$ cat src/design/button_press_classifier_with_buzzer_defines.svh
// Assertion helpers used by the top-level design file.
`ifndef BUTTON_PRESS_CLASSIFIER_WITH_BUZZER_DEFINES_SVH
`define BUTTON_PRESS_CLASSIFIER_WITH_BUZZER_DEFINES_SVH

// Same-cycle implication, checked out of reset.
`define BPC_ASSERT_IMP(label, clk, rst_n, ante, cons, msg) \
  label: assert property (@(posedge clk) disable iff (!rst_n) (ante) |-> (cons)) \
    else $error(msg);

// Next-cycle implication, checked out of reset.
`define BPC_ASSERT_NEXT(label, clk, rst_n, ante, cons, msg) \
  label: assert property (@(posedge clk) disable iff (!rst_n) (ante) |=> (cons)) \
    else $error(msg);

`endif

$ cat src/design/bpc_pkg.sv
package bpc_pkg;

  localparam int unsigned HOLD_COUNT_BITS_DEF = 16;
  localparam int unsigned CFG_INDEX_BITS      = 3;
  localparam int unsigned CFG_DATA_BITS       = 16;

  // Keys sit on port bits 0, 1, 2 and 5.
  localparam logic [5:0] KEY_MASK    = 6'b100111;
  localparam logic [2:0] BEEP_WINDOW = 3'd5;

  // Register indexes
  localparam logic [CFG_INDEX_BITS-1:0] REG_SHORT_PRESS = 3'd0;
  localparam logic [CFG_INDEX_BITS-1:0] REG_LONG_PRESS  = 3'd1;
  localparam logic [CFG_INDEX_BITS-1:0] REG_ACTIVE_LOW  = 3'd2;
  localparam logic [CFG_INDEX_BITS-1:0] REG_SHORT_BEEP  = 3'd3;
  localparam logic [CFG_INDEX_BITS-1:0] REG_LONG_BEEP   = 3'd4;

  // Register reset values
  localparam logic [15:0] SHORT_PRESS_RST = 16'd30;
  localparam logic [15:0] LONG_PRESS_RST  = 16'd1000;
  localparam logic        ACTIVE_LOW_RST  = 1'b1;
  localparam logic [8:0]  SHORT_BEEP_RST  = 9'd80;
  localparam logic [8:0]  LONG_BEEP_RST   = 9'd280;

  // Press kinds
  localparam logic [1:0] KIND_NONE  = 2'd0;
  localparam logic [1:0] KIND_SHORT = 2'd1;
  localparam logic [1:0] KIND_LONG  = 2'd2;

  typedef struct packed {
    logic [15:0] short_press_ticks;
    logic [15:0] long_press_ticks;
    logic        active_low;
    logic [8:0]  short_beep_ticks;
    logic [8:0]  long_beep_ticks;
  } cfg_t;

  typedef struct packed {
    logic       active;
    logic [8:0] elapsed;
    logic [8:0] length;
  } beep_t;

  function automatic beep_t beep_advance(beep_t b);
    beep_t r;
    r = b;
    if (b.active) begin
      if (b.elapsed < b.length) begin
        r.elapsed = b.elapsed + 9'd1;
      end else begin
        r.active  = 1'b0;
        r.elapsed = 9'd0;
      end
    end
    return r;
  endfunction

  // Start a beep when in the window and idle; the start tick advances once.
  function automatic beep_t beep_start(beep_t b, logic hit, logic [8:0] len);
    beep_t r;
    r = b;
    if (hit && !b.active) begin
      r.length  = len;
      r.active  = (len != 9'd0);
      r.elapsed = (len != 9'd0) ? 9'd1 : 9'd0;
    end
    return r;
  endfunction

endpackage

$ cat src/design/bpc_step.sv
module bpc_step #(
  parameter int unsigned HOLD_COUNT_BITS = bpc_pkg::HOLD_COUNT_BITS_DEF
) (
  input  bpc_pkg::cfg_t              cfg,
  input  logic [7:0]                 port_pins,
  input  logic [5:0]                 held_keys,
  input  logic [HOLD_COUNT_BITS-1:0] hold_count,
  input  bpc_pkg::beep_t             beep,
  output logic [5:0]                 held_keys_nxt,
  output logic [HOLD_COUNT_BITS-1:0] hold_count_nxt,
  output bpc_pkg::beep_t             beep_nxt,
  output logic [1:0]                 press_kind,
  output logic [5:0]                 press_keys
);
  import bpc_pkg::*;

  // Compare width: covers both the counter and the 16-bit thresholds plus window.
  localparam int unsigned CW = ((HOLD_COUNT_BITS > 16) ? HOLD_COUNT_BITS : 16) + 1;

  logic [5:0]                 keys;
  logic [HOLD_COUNT_BITS-1:0] cnt_inc;
  logic [CW-1:0]              cnt_ext;
  logic [CW-1:0]              hold_ext;
  logic [CW-1:0]              sth_ext;
  logic [CW-1:0]              lth_ext;
  logic                       short_hit;
  logic                       long_hit;
  beep_t                      beep_adv;
  beep_t                      beep_s;

  assign keys = (cfg.active_low ? ~port_pins[5:0] : port_pins[5:0]) & KEY_MASK;

  assign cnt_inc  = (hold_count != {HOLD_COUNT_BITS{1'b1}}) ?
                    hold_count + HOLD_COUNT_BITS'(1) : hold_count;
  assign cnt_ext  = CW'(cnt_inc);
  assign hold_ext = CW'(hold_count);
  assign sth_ext  = CW'(cfg.short_press_ticks);
  assign lth_ext  = CW'(cfg.long_press_ticks);

  assign short_hit = (cnt_ext >= sth_ext) && (cnt_ext < sth_ext + CW'(BEEP_WINDOW));
  assign long_hit  = (cnt_ext >= lth_ext) && (cnt_ext < lth_ext + CW'(BEEP_WINDOW));

  assign beep_adv = beep_advance(beep);
  assign beep_s   = beep_start(beep_adv, short_hit, cfg.short_beep_ticks);

  always_comb begin
    held_keys_nxt  = held_keys;
    hold_count_nxt = hold_count;
    beep_nxt       = beep_adv;
    press_kind     = KIND_NONE;
    press_keys     = 6'd0;
    if (keys != 6'd0 && held_keys == 6'd0) begin
      held_keys_nxt = keys;
    end else if (keys == 6'd0 && held_keys != 6'd0) begin
      // release: bounce test first, then long, then short
      if (hold_ext < sth_ext) begin
        press_kind = KIND_NONE;
      end else if (hold_ext >= lth_ext) begin
        press_kind = KIND_LONG;
        press_keys = held_keys;
      end else begin
        press_kind = KIND_SHORT;
        press_keys = held_keys;
      end
      held_keys_nxt  = 6'd0;
      hold_count_nxt = '0;
    end else if (keys != 6'd0) begin
      hold_count_nxt = cnt_inc;
      beep_nxt       = beep_start(beep_s, long_hit, cfg.long_beep_ticks);
    end
  end

endmodule

$ cat src/design/button_press_classifier_with_buzzer.sv
// Each tick passes the input register and then the result register, where its result is
// held while out_ready is low.
// Throughput: 1 tick per cycle while out_ready does not stall the result register; all press
// and beep logic sits in one stage between the input register and the result register.
// Reset (rst_n low, synchronous): pipeline empty, press and beep state cleared,
// registers back to their defaults (30, 1000, active low, 80, 280).
module button_press_classifier_with_buzzer #(
  parameter int unsigned HOLD_COUNT_BITS = bpc_pkg::HOLD_COUNT_BITS_DEF
) (
  input  logic                                clk,
  input  logic                                rst_n,
  input  logic                                in_valid,
  output logic                                in_ready,
  input  logic [7:0]                          in_port_pins,
  output logic                                out_valid,
  input  logic                                out_ready,
  output logic [1:0]                          out_press_kind,
  output logic [5:0]                          out_press_keys,
  output logic                                out_buzzer,
  input  logic                                cfg_valid,
  output logic                                cfg_ready,
  input  logic [bpc_pkg::CFG_INDEX_BITS-1:0]  cfg_index,
  input  logic [bpc_pkg::CFG_DATA_BITS-1:0]   cfg_data
);
  import bpc_pkg::*;

  `include "button_press_classifier_with_buzzer_defines.svh"

  cfg_t                       cfg_r;
  logic                       s1_valid_r;
  logic [7:0]                 s1_port_r;
  logic                       out_valid_r;
  logic [1:0]                 press_kind_r;
  logic [5:0]                 press_keys_r;
  logic                       buzzer_r;
  logic [5:0]                 held_keys_r;
  logic [HOLD_COUNT_BITS-1:0] hold_count_r;
  beep_t                      beep_r;

  logic [5:0]                 held_keys_nxt;
  logic [HOLD_COUNT_BITS-1:0] hold_count_nxt;
  beep_t                      beep_nxt;
  logic [1:0]                 press_kind_nxt;
  logic [5:0]                 press_keys_nxt;
  logic                       advance;

  // Stage 1 moves to the result register when that is empty or being drained.
  assign advance  = !out_valid_r || out_ready;
  assign in_ready = !s1_valid_r || advance;
  assign cfg_ready = 1'b1;

  assign out_valid      = out_valid_r;
  assign out_press_kind = press_kind_r;
  assign out_press_keys = press_keys_r;
  assign out_buzzer     = buzzer_r;

  bpc_step #(
    .HOLD_COUNT_BITS (HOLD_COUNT_BITS)
  ) u_step (
    .cfg            (cfg_r),
    .port_pins      (s1_port_r),
    .held_keys      (held_keys_r),
    .hold_count     (hold_count_r),
    .beep           (beep_r),
    .held_keys_nxt  (held_keys_nxt),
    .hold_count_nxt (hold_count_nxt),
    .beep_nxt       (beep_nxt),
    .press_kind     (press_kind_nxt),
    .press_keys     (press_keys_nxt)
  );

  always_ff @(posedge clk) begin
    if (!rst_n) begin
      cfg_r.short_press_ticks <= SHORT_PRESS_RST;
      cfg_r.long_press_ticks  <= LONG_PRESS_RST;
      cfg_r.active_low        <= ACTIVE_LOW_RST;
      cfg_r.short_beep_ticks  <= SHORT_BEEP_RST;
      cfg_r.long_beep_ticks   <= LONG_BEEP_RST;
    end else if (cfg_valid && cfg_ready) begin
      case (cfg_index)
        REG_SHORT_PRESS: cfg_r.short_press_ticks <= cfg_data[15:0];
        REG_LONG_PRESS:  cfg_r.long_press_ticks  <= cfg_data[15:0];
        REG_ACTIVE_LOW:  cfg_r.active_low        <= cfg_data[0];
        REG_SHORT_BEEP:  cfg_r.short_beep_ticks  <= cfg_data[8:0];
        REG_LONG_BEEP:   cfg_r.long_beep_ticks   <= cfg_data[8:0];
        default: ;
      endcase
    end
  end

  always_ff @(posedge clk) begin
    if (!rst_n) begin
      s1_valid_r   <= 1'b0;
      out_valid_r  <= 1'b0;
      held_keys_r  <= 6'd0;
      hold_count_r <= '0;
      beep_r       <= '0;
    end else begin
      if (in_ready) begin
        s1_valid_r <= in_valid;
      end
      if (advance) begin
        out_valid_r <= s1_valid_r;
      end
      if (s1_valid_r && advance) begin
        held_keys_r  <= held_keys_nxt;
        hold_count_r <= hold_count_nxt;
        beep_r       <= beep_nxt;
      end
    end
  end

  // payload registers
  always_ff @(posedge clk) begin
    if (in_valid && in_ready) begin
      s1_port_r <= in_port_pins;
    end
    if (s1_valid_r && advance) begin
      press_kind_r <= press_kind_nxt;
      press_keys_r <= press_keys_nxt;
      buzzer_r     <= beep_nxt.active;
    end
  end

  `BPC_ASSERT_IMP(a_beep_idle_clear, clk, rst_n, !beep_r.active, beep_r.elapsed == 9'd0, "beep elapsed not cleared while idle")
  `BPC_ASSERT_IMP(a_beep_in_range, clk, rst_n, beep_r.active, beep_r.elapsed <= beep_r.length, "beep elapsed beyond length")
  `BPC_ASSERT_IMP(a_idle_count_zero, clk, rst_n, held_keys_r == 6'd0, hold_count_r == '0, "hold count running with no press")
  `BPC_ASSERT_IMP(a_press_has_keys, clk, rst_n, out_valid_r && (press_kind_r != KIND_NONE), press_keys_r != 6'd0, "press reported without keys")
  `BPC_ASSERT_NEXT(a_stall_holds_result, clk, rst_n, out_valid_r && !out_ready, out_valid_r && $stable(press_kind_r) && $stable(buzzer_r) && $stable(beep_r), "stalled result or beep state changed")

endmodule

$ cat config.mk
export PLATFORM = sky130hd
export DESIGN_NAME = button_press_classifier_with_buzzer
export DESIGN_NICKNAME = d
export VERILOG_FILES = /design/src/design/bpc_pkg.sv /design/src/design/bpc_step.sv /design/src/design/button_press_classifier_with_buzzer.sv
export VERILOG_INCLUDE_DIRS = /design/src /design/src/design
export SDC_FILE = /design/constraint.sdc
export NUM_CORES = 1
export LEC_CHECK = 0
export ABC_CLOCK_PERIOD_IN_PS = 3720
export BUFFER_PORTS_ARGS = -buffer_cell sky130_fd_sc_hd__buf_2
export CAP_MARGIN = 40
export CELL_PAD_IN_SITES_DETAIL_PLACEMENT = 0
export CELL_PAD_IN_SITES_GLOBAL_PLACEMENT = 2
export CORE_UTILIZATION = 35
export CTS_BUF_LIST = sky130_fd_sc_hd__clkbuf_2
export CTS_CLUSTER_SIZE = 16
export DETAILED_ROUTE_END_ITERATION = 10
export PLACE_DENSITY = 0.81
export RECOVER_POWER = 25
export SYNTH_ARGS = -nofsm -noshare
export SYNTH_HDL_FRONTEND = slang
export SYNTH_SLANG_ARGS = --single-unit
export TNS_END_PERCENT = 5
$ cat constraint.sdc
create_clock -name clk -period 3.72 [get_ports clk]
set_input_delay 0.372 -clock clk [delete_from_list [all_inputs] [get_ports clk]]
set_output_delay 0.372 -clock clk [all_outputs]
set_load 0.01 [all_outputs]
# Word-level counts from Yosys, hierarchy flattened

Cells that the tools add are included.

Register bits after elaboration: 109
Bits of input ports: 32
Output and inout port bits: 12
Logic and storage cells: 85

$add $sub $neg: 4
Order comparisons: 7
Eq/ne operators: 5
Multiplexer cells: 17
Bitwise gates (word level): 3
Reductions and logical operators: 33

Operators by type and width:

| kind                    | number |
|---|---|
| $mux W19                | 5 |
| $ge A16 B16 Y1          | 3 |
| $mux W16                | 3 |
| $add A16 B3 Y17 const B | 2 |
| $lt A16 B17 Y1          | 2 |
| $mux W6                 | 3 |
| $reduce_bool A9 Y1      | 2 |
| $add A16 B1 Y16 const B | 1 |
| $lt A16 B16 Y1          | 1 |
| $ne A16 B16 Y1 const B  | 1 |
| $logic_not A6 Y1        | 2 |
| $reduce_and A2 Y1       | 6 |
| $reduce_bool A6 Y1      | 2 |
| $mux W10                | 1 |
| $add A9 B1 Y9 const B   | 1 |
| $lt A9 B9 Y1            | 1 |
| $mux W9                 | 1 |
| $logic_and A1 B1 Y1     | 8 |
| $eq A3 B2 Y1 const B    | 2 |
| $not A6 Y6              | 1 |
| $reduce_bool A2 Y1      | 3 |
| $reduce_and A5 Y1       | 1 |
| $logic_not A1 Y1        | 4 |
| $eq A3 B1 Y1 const B    | 1 |
| 8 further kinds         | 12 |

# Logic depth before layout (Yosys ltp)

Gate-level depths: netlist of the first run.

Word-level depth: 12
Mapped depth: 18
Mapped depth without buffers: 16

# Cells and area by module

From an unflattened synthesis of the first run, not the netlist that was laid out.

Cells, all modules: 990
Area, all modules: 8,207.9 um^2

Modules (own cells, without submodules):

| module                              | times used | cells an instance | area each (um^2) | seq. area each (um^2) |
|---|---|---|---|---|
| bpc_step                            | 1          | 588               | 4,139.0          | 0.0 |
| button_press_classifier_with_buzzer | 1          | 402               | 4,068.9          | 2,392.3 |

# Worst setup path before layout of the first run

No wires, ideal clock.

Path kind: reg-to-reg
Start: register hold_count_r[0]
End: register beep_r[7] (netlist name)
Library setup time: 0.116 ns
Arrival time: 3.813 ns
Required time: 3.604 ns
Slack: -0.209 ns
Stages on the path, launching flop included: 17
Path buffers: 1
Period minus slack after synthesis: 3.929 ns
Path through: dfxtp_1 > ha_1 > and3_2 > nand4_1 > and3_1 > and3_1 > xor2_1 > ha_1 > a211oi_1 > a21oi_1 > nor4_1 > o41ai_1 > o221a_2 > o211ai_1 > o22ai_4 > buf_6 > o211a_1

Longest elaborated chain between the ends: 10
Elaborated cells on any way between the ends: 16
Those cells by class: 1 x add/sub; 4 x order compare; 1 x eq/ne; 3 x mux; 7 x reduce/logical

RTL lines:

| item                                              | RTL line                                   | RTL |
|---|---|---|
| start, declared                                   | button_press_classifier_with_buzzer.sv:37  | `logic [HOLD_COUNT_BITS-1:0] hold_count_r;` |
| start signal, assigned                            | button_press_classifier_with_buzzer.sv:107 | `hold_count_r <= hold_count_nxt;` |
| $add A16 B1 Y16 or $ne A16 B16 Y1 (tied branches) | bpc_step.sv:34, bpc_step.sv:33             |  |
| $mux W16 (*)                                      | bpc_step.sv:33                             | `assign cnt_inc = (hold_count != {HOLD_COUNT_BITS{1'b1}}) ?` |
| $lt A16 B17 Y1 or $ge A16 B16 Y1 (tied branches)  | bpc_step.sv:40                             | `assign short_hit = (cnt_ext >= sth_ext) && (cnt_ext < sth_ext + CW'(BEEP_WINDOW));` |
| $logic_and A1 B1 Y1                               | bpc_step.sv:40                             |  |
| $logic_and A1 B1 Y1                               | bpc_pkg.sv:62                              | `if (hit && !b.active) begin` |
| $mux W19                                          | bpc_pkg.sv:62                              |  |
| $logic_not A1 Y1                                  | bpc_pkg.sv:62                              |  |
| $logic_and A1 B1 Y1                               | bpc_pkg.sv:62                              |  |
| $reduce_bool A2 Y1 (no line)                      | --                                         |  |
| $reduce_and A5 Y1 (no line)                       | --                                         |  |
| end signal, assigned                              | button_press_classifier_with_buzzer.sv:108 | `beep_r <= beep_nxt;` |
| end, declared                                     | button_press_classifier_with_buzzer.sv:38  | `beep_t beep_r;` |

Mark *: on every way between the ends. The rest lies on a longest branch, timed or not. The select of a mux whose other input is x is not followed.
A chain may end at the register's enable or synchronous reset.

# Worst setup path in the final report of the first run

Start: register hold_count_r[1]
End: register beep_r[0] (netlist name)

Same word-level chain as after synthesis.

==> results of run 1 <==
## logic make-up (layout without fill, tap and decap cells)
group / count (synthesis) / after routing
DFF: 103 / 103
muxes: 14 / 14
buffers and inverters: 95 / 214
AOI/OAI and AO/OA: 230 / 230
xor gates and xnor gates: 43 / 43
adders and majority gates: 106 / 106
and+or+nand+nor: 344 / 344
other: 2 / 4
## synth_stat cells, types with 6 or more instances
cell type  instances
or4_1              6
mux2i_1            9
xor2_1            10
o21ai_0           36
dfxtp_1           92
inv_1             57
a22oi_1            8
nand4_1           16
a31oi_1           10
and3_1             9
nor2b_1           16
a21oi_1           52
nand3_1           35
a21boi_0          42
xnor2_1           33
and2_1            12
clkbuf_1          27
nand2b_1           7
o211ai_1          13
edfxtp_1          11
o21a_1             7
nor2_1            46
nand2_1          138
a21o_1            21
ha_1             105
o211a_1            9
nor3b_1           10
nor4_1            13
nor3_1            15
## placed cells by master, fill, tap and decap left out, drive strengths merged, types with 11 or more instances in the layout
master       instances
nand2              140
buf                115
ha                 105
dfxtp               92
inv                 62
a21oi               52
nor2                46
a21boi              42
o21ai               38
nand3               35
xnor2               33
dlygate4sd3         23
a21o                21
nor2b               16
nand4               16
nor3                16
and2                14
nor4                13
o211ai              13
edfxtp              11
clkbuf              11
## per-layer routing
metal,global-route usage,wire (um),up-vias
met2,0.318,9510,84
li1,-,-,3583
met1,0.300,11700,3186
met3,0.0261,585,17
met4,0.0606,387,0
met5,0,0,-
## area by class of cell
cell class,instances,area [um^2]
inverters,58,218
clock buffers,9,45.0
fillers,2182,12100
repair buffers,140,1060
diodes,1,2.50
well taps,275,344
multi-input cells,740,5270
flip-flops and latches,103,2180
clock inverters,7,96.3
## sequential cells by signal, summed over array words and instances (netlist names)
signal,flops
beep_r,19
cfg_r,51
held_keys_r,4
hold_count_r,16
out_buzzer,1
out_press_keys,4
out_press_kind,2
out_valid,1
s1_port_r,4
s1_valid_r,1
## worst min-delay path by stage
stage,from,endpoint
floorplan,cfg_r[7],cfg_r[7]
global placement,held_keys_r[2],held_keys_r[2]
detailed placement,held_keys_r[2],held_keys_r[2]
CTS,cfg_index[0],cfg_r[18]
global route,cfg_index[2],cfg_r[7]
finish,cfg_index[2],cfg_r[6]
## power breakdown
group          switching [mW]  internal (mW)
logic                   0.176          0.122
clock network           0.496          0.133
registers              0.0201           1.15
## worst register-to-register path: stages (launching register included)
cell	delay, ns
dfxtp_2	0.40
ha_2	0.17
and3_4	0.20
nand4_1	0.18
buf_4	0.22
mux2_2	0.31
ha_1	0.29
nor2b_1	0.13
o2111a_1	0.23
o41ai_2	0.24
buf_4	0.17
a21oi_1	0.05
o211ai_1	0.16
buf_4	0.15
o211ai_1	0.10
a31oi_1	0.26
buf_4	0.21
mux2i_1	0.20
o211a_1	0.16
## what timing repair did
item                                   CTS  global route
pin swaps                                9             3
buffers inserted                         4             0
endpoints found under the hold margin   56             0
hold buffers                            23             0
cloned                                   2             0
setup endpoints to repair               20            20
gates resized for setup                 20             9
==> impl_metrics.csv, run 1 <==
group,metric,value,unit
setup_path,endpoint,"beep_r[0]",
pwr,powerDensity,228,nW/um^2
setup_path,cp_slowest_cell,"dfxtp_2",
synthesis,synthTopCellsByArea,"dfxtp_1 24%, ha_1 17%, nand2_1 6.7%",
status,status,"finished with violations",
final_layout,instances_no_fill,1333,
synthesis,synthMuxAreaShare,0.0190,
synthesis,ys.flop_type,"dfxtp_1",
route,drtIter0Drc,307,
sta,max_freq,261,MHz
setup_path,cpMostUsedCell,"buf_4",
pwr,vdd_drop_max,0.000144,V
synthesis,synth_cell_types,65,
setup_path,rrSetupSlack,-0.11,ns
route,wl_per_cell,16.6,um
die,rows,53,
clock_tree,clockBufferDepth,2,
sta,slew_headroom,0.355,
clock_tree,clock-sinks,103,
grt,grt_pass1_vias,6612,
sta,hold_violations,0,
synthesis,synthCells,937,
clock_tree,cts_root_buf,"clkbuf_2",
die,die_x,150,um
sta,rsz0062_at_grt,"yes",
synthesis,synth_fa_ha_area_frac,0.172,
grt,track_usage,0.207,
sta,worst_pin_slew,0.967,ns
sta,fin_crit,3.83,ns
die,design.core.area,21300,um^2
grt,antenna_found_initial,1,
route,num_vias,6870,
die,start_util,0.361,
status,violations,"negative setup slack",
final_layout,postLayoutCellArea,9210,um^2
setup_path,end_kind,"register",
placement,io_buffers,36,
setup_path,r2r-start,"hold_count_r[1]",
die,die_h,150,um
synthesis,synthesis.area,7690,um^2
setup_path,crit_chain,"ha_2 -> and3_4 -> nand4_1 -> buf_4 -> mux2_2 -> ha_1 -> nor2b_1 -> o2111a_1 -> o41ai_2 -> buf_4 -> a21oi_1 -> o211ai_1 -> buf_4 -> o211ai_1 -> a31oi_1 -> buf_4 -> mux2i_1 -> o211a_1",
setup_path,crit_buf_inv,4,
pwr,leakagePower,4.02,nW
synthesis,synth_area_per_cell,8.21,um^2
grt,grt_max_degree,42,
placement,post-place-ws,-0.275,ns
route,vias_per_cell,5.15,
min_path,whs_path_depth,4,
clock_tree,numCtsBuffers,9,
die,ioPinCount,44,
sta,setup_viol,9,
grt,gr-total-overflow,0,
job,maxCapViolCount,0,
final_layout,synthToLayoutAreaGrowth,19.7,%
setup_path,crit_cells,18,
sta,maxSlewViolCount,0,
sta,worst_slack,-0.109,ns
synthesis,synth-edff-count,11,
route,routed_wl,22200,um
sta,fin_worst_skew,0.0542,ns
setup_path,reg2reg_depth,18,
synthesis,synth_top_family_by_area,"simple AND/OR/NAND/NOR gates",
synthesis,synth_top_area_cell,"dfxtp_1",
clock_tree,clk_pin_slew,0.38,ns
placement,dpl_cell_area,8660,um^2
placement,detailed_place_hpwl,17400,um
route,postRouteAntennaNets,0,
setup_path,critPathTopFamily,"compound AO/OA/AOI/OAI gates",
setup_path,cpPeakStageDelay,0.40,ns
sta,fin_hold_ws,0.152,ns
placement,dp.cells,1287,
final_layout,postLayoutCoreUtil,0.433,
clock_tree,clk_latency,0.71,ns
synthesis,synth_seq_cells,103,
synthesis,yosys_warnings,0,
synthesis,synth_top_area_frac,0.239,
min_path,hp-class,"input port to register",
route,dr.pass1.iters,5,
grt,grt_pass1_wl,35500,um
synthesis,yosysSeqAreaShare,0.282,
placement,place_congestion,0.868,
sta,setup_tns,-0.752,ns
pwr,totalPowerFinal,2.10,mW
synthesis,synthXorXnorAreaFrac,0.0490,
synthesis,synthSimpleGateAreaFrac,0.219,
setup_path,path_class,"register to register",
synthesis,synth_compound_area_frac,0.205,
die,die_area,22600,um^2
route,drc,0,
final_layout,drive_gt1_frac,0.173,
setup_path,startpoint_type,"register",
final_layout,nNetsFinal,1189,
setup_path,worst-path-max-fanout,5,
setup_path,critPathArrivalTime,4.51,ns
clock_tree,h-tree-depth,3,
setup_path,worstSetupStartpoint,"hold_count_r[1]",
clock_tree,cts_tree,"yes",
sta,min_period_over_period,1.03,
synthesis,synth-async-reset-ratio,0,
setup_path,r2r-end,"beep_r[0]",
setup_path,worstPathRequired,4.40,ns
No activity file was read; power rests on OpenSTA's default activity.
==> run 2, diff against run 1 <==
CTS_BUF_LIST = sky130_fd_sc_hd__clkbuf_8   (was sky130_fd_sc_hd__clkbuf_2)
==> impl_metrics.csv, run 2 (synthesis gave the netlist of run 1 again) <==
group,metric,value,unit
min_path,timing.hold.worst_endpoint,"s1_port_r[5]",
sta,max_freq,264,MHz
setup_path,worst-path-max-fanout,9,
grt,gr-total-overflow,0,
sta,worst_slack,-0.0667,ns
route,drc,0,
die,die_h,150,um
final_layout,layout_commonest_cell,"nand2_1",
placement,detailed_place_hpwl,17400,um
setup_path,r2r-start,"hold_count_r[1]",
sta,fin_worst_skew,0.0192,ns
clock_tree,h-tree-depth,3,
clock_tree,clk_pin_slew,0.13,ns
route,dr.pass1.iters,5,
final_layout,regMostFlops,"cfg_r",
pwr,leakagePower,3.92,nW
setup_path,path_class,"register to register",
grt,grt_pass1_wl,35100,um
pwr,vdd_drop_max,0.000180,V
sta,rsz0062_at_grt,"yes",
setup_path,worstPathRequired,4.07,ns
pwr,totalPowerFinal,2.24,mW
route,postRouteAntennaNets,0,
grt,antenna_found_initial,0,
grt,grt_max_degree,42,
placement,dpl_cell_area,8660,um^2
setup_path,end_kind,"register",
route,routed_wl,21900,um
job,maxCapViolCount,0,
die,die_x,150,um
placement,post-place-ws,-0.275,ns
setup_path,critPathArrivalTime,4.14,ns
sta,setup_viol,9,
final_layout,reg.largest.list,"cfg_r (51), beep_r (19), hold_count_r (16)",
min_path,hp-class,"input port to register",
final_layout,drive_gt1_frac,0.169,
die,design.core.area,21300,um^2
final_layout,layout_common_cells,"138 x nand2_1, 103 x ha_1, 90 x dfxtp_1, 74 x buf_4, 57 x inv_1",
sta,min_period_over_period,1.02,
setup_path,r2r-end,"beep_r[3]",
sta,worst_pin_slew,0.971,ns
final_layout,synthToLayoutAreaGrowth,16.7,%
clock_tree,cts_tree,"yes",
grt,grt_pass1_vias,6471,
clock_tree,clk_latency,0.40,ns
final_layout,nNetsFinal,1162,
sta,fin_crit,3.79,ns
sta,slew_headroom,0.352,
min_path,whs_path_depth,1,
setup_path,rrSetupSlack,-0.07,ns
clock_tree,clockBufferDepth,2,
clock_tree,numCtsBuffers,9,
route,wl_per_cell,16.8,um
placement,place_congestion,0.868,
setup_path,startpoint_type,"register",
final_layout,postLayoutCellArea,8980,um^2
placement,io_buffers,36,
die,die_area,22600,um^2
route,num_vias,6736,
status,status,"finished with violations",
final_layout,largest_reg_flops,51,
route,vias_per_cell,5.16,
sta,maxSlewViolCount,0,
min_path,min_from,"in_port_pins[5]",
route,drtIter0Drc,301,
pwr,powerDensity,249,nW/um^2
sta,hold_violations,0,
die,rows,53,
grt,track_usage,0.204,
die,ioPinCount,44,
die,start_util,0.361,
status,violations,"negative setup slack",
clock_tree,cts_root_buf,"clkbuf_8",
final_layout,antenna_cells,0,
clock_tree,clock-sinks,103,
setup_path,reg2reg_depth,18,
run 2: worst max-delay path by stage:
stage / startpoint / end / cells after the start
floorplan: hold_count_r[0] / beep_r[7] / 16
global placement: hold_count_r[1] / beep_r[1] / 17
detailed placement: hold_count_r[1] / beep_r[3] / 17
CTS: hold_count_r[1] / beep_r[3] / 18
global route: hold_count_r[1] / beep_r[0] / 18
finish: hold_count_r[1] / beep_r[3] / 18
run 2: critical path, cell delays in order (launching register included):
cell and delay (ns):
dfxtp_2 0.35, ha_2 0.17, and3_4 0.20, nand4_1 0.18, buf_4 0.22, mux2_2 0.31, ha_1 0.29, nor2b_1 0.13
o2111a_1 0.23, o41ai_2 0.25, buf_4 0.17, a21oi_1 0.06, o211ai_1 0.16, buf_4 0.15, o211ai_1 0.10, a31oi_1 0.17
buf_4 0.22, mux2i_1 0.22, o211a_1 0.16
run 2: timing repair:
action                     CTS  global route
resized for setup           10             9
cloned                       0             0
pin swaps                    6             3
hold buffers                 0             0
setup endpoints to repair   20            20
setup buffers                2             0
run 2: through the flow:
step | hold WS [ns] | instances | utilization | setup TNS [ns]
4_1_cts | 0.124 | 1305 | 0.421 | -0.170
2_1_floorplan | 0.451 | 938 | - | 0
6_report | 0.144 | 1305 | 0.422 | -0.381
3_3_place_gp | 0.467 | 1287 | 0.407 | -2.83
3_5_place_dp | 0.480 | 1287 | 0.407 | -3.42
5_1_grt | 0.121 | 1305 | 0.422 | -3.10
run 2: metal layers:
metal  part of all wire  wire [um]  GRT usage
met1               0.53      11700      0.299
met3              0.028        618     0.0267
met4              0.017        374     0.0545
met5                  0          0          0
met2               0.42       9210      0.310
run 2: final cells by class:
type / instances / area (um^2)
Fill cell: 2200 / 12300
Multi-Input combinational cell: 740 / 5250
Sequential cell: 103 / 2170
Timing Repair Buffer: 113 / 778
Tap cell: 275 / 344
Inverter: 58 / 218
Clock buffer: 9 / 124
Clock inverter: 7 / 96.3
run 2: power breakdown:
part / switching [mW] / internal, mW
clock: 0.506 / 0.284
combinational: 0.172 / 0.106
sequential: 0.0202 / 1.15
total: 0.698 / 1.54
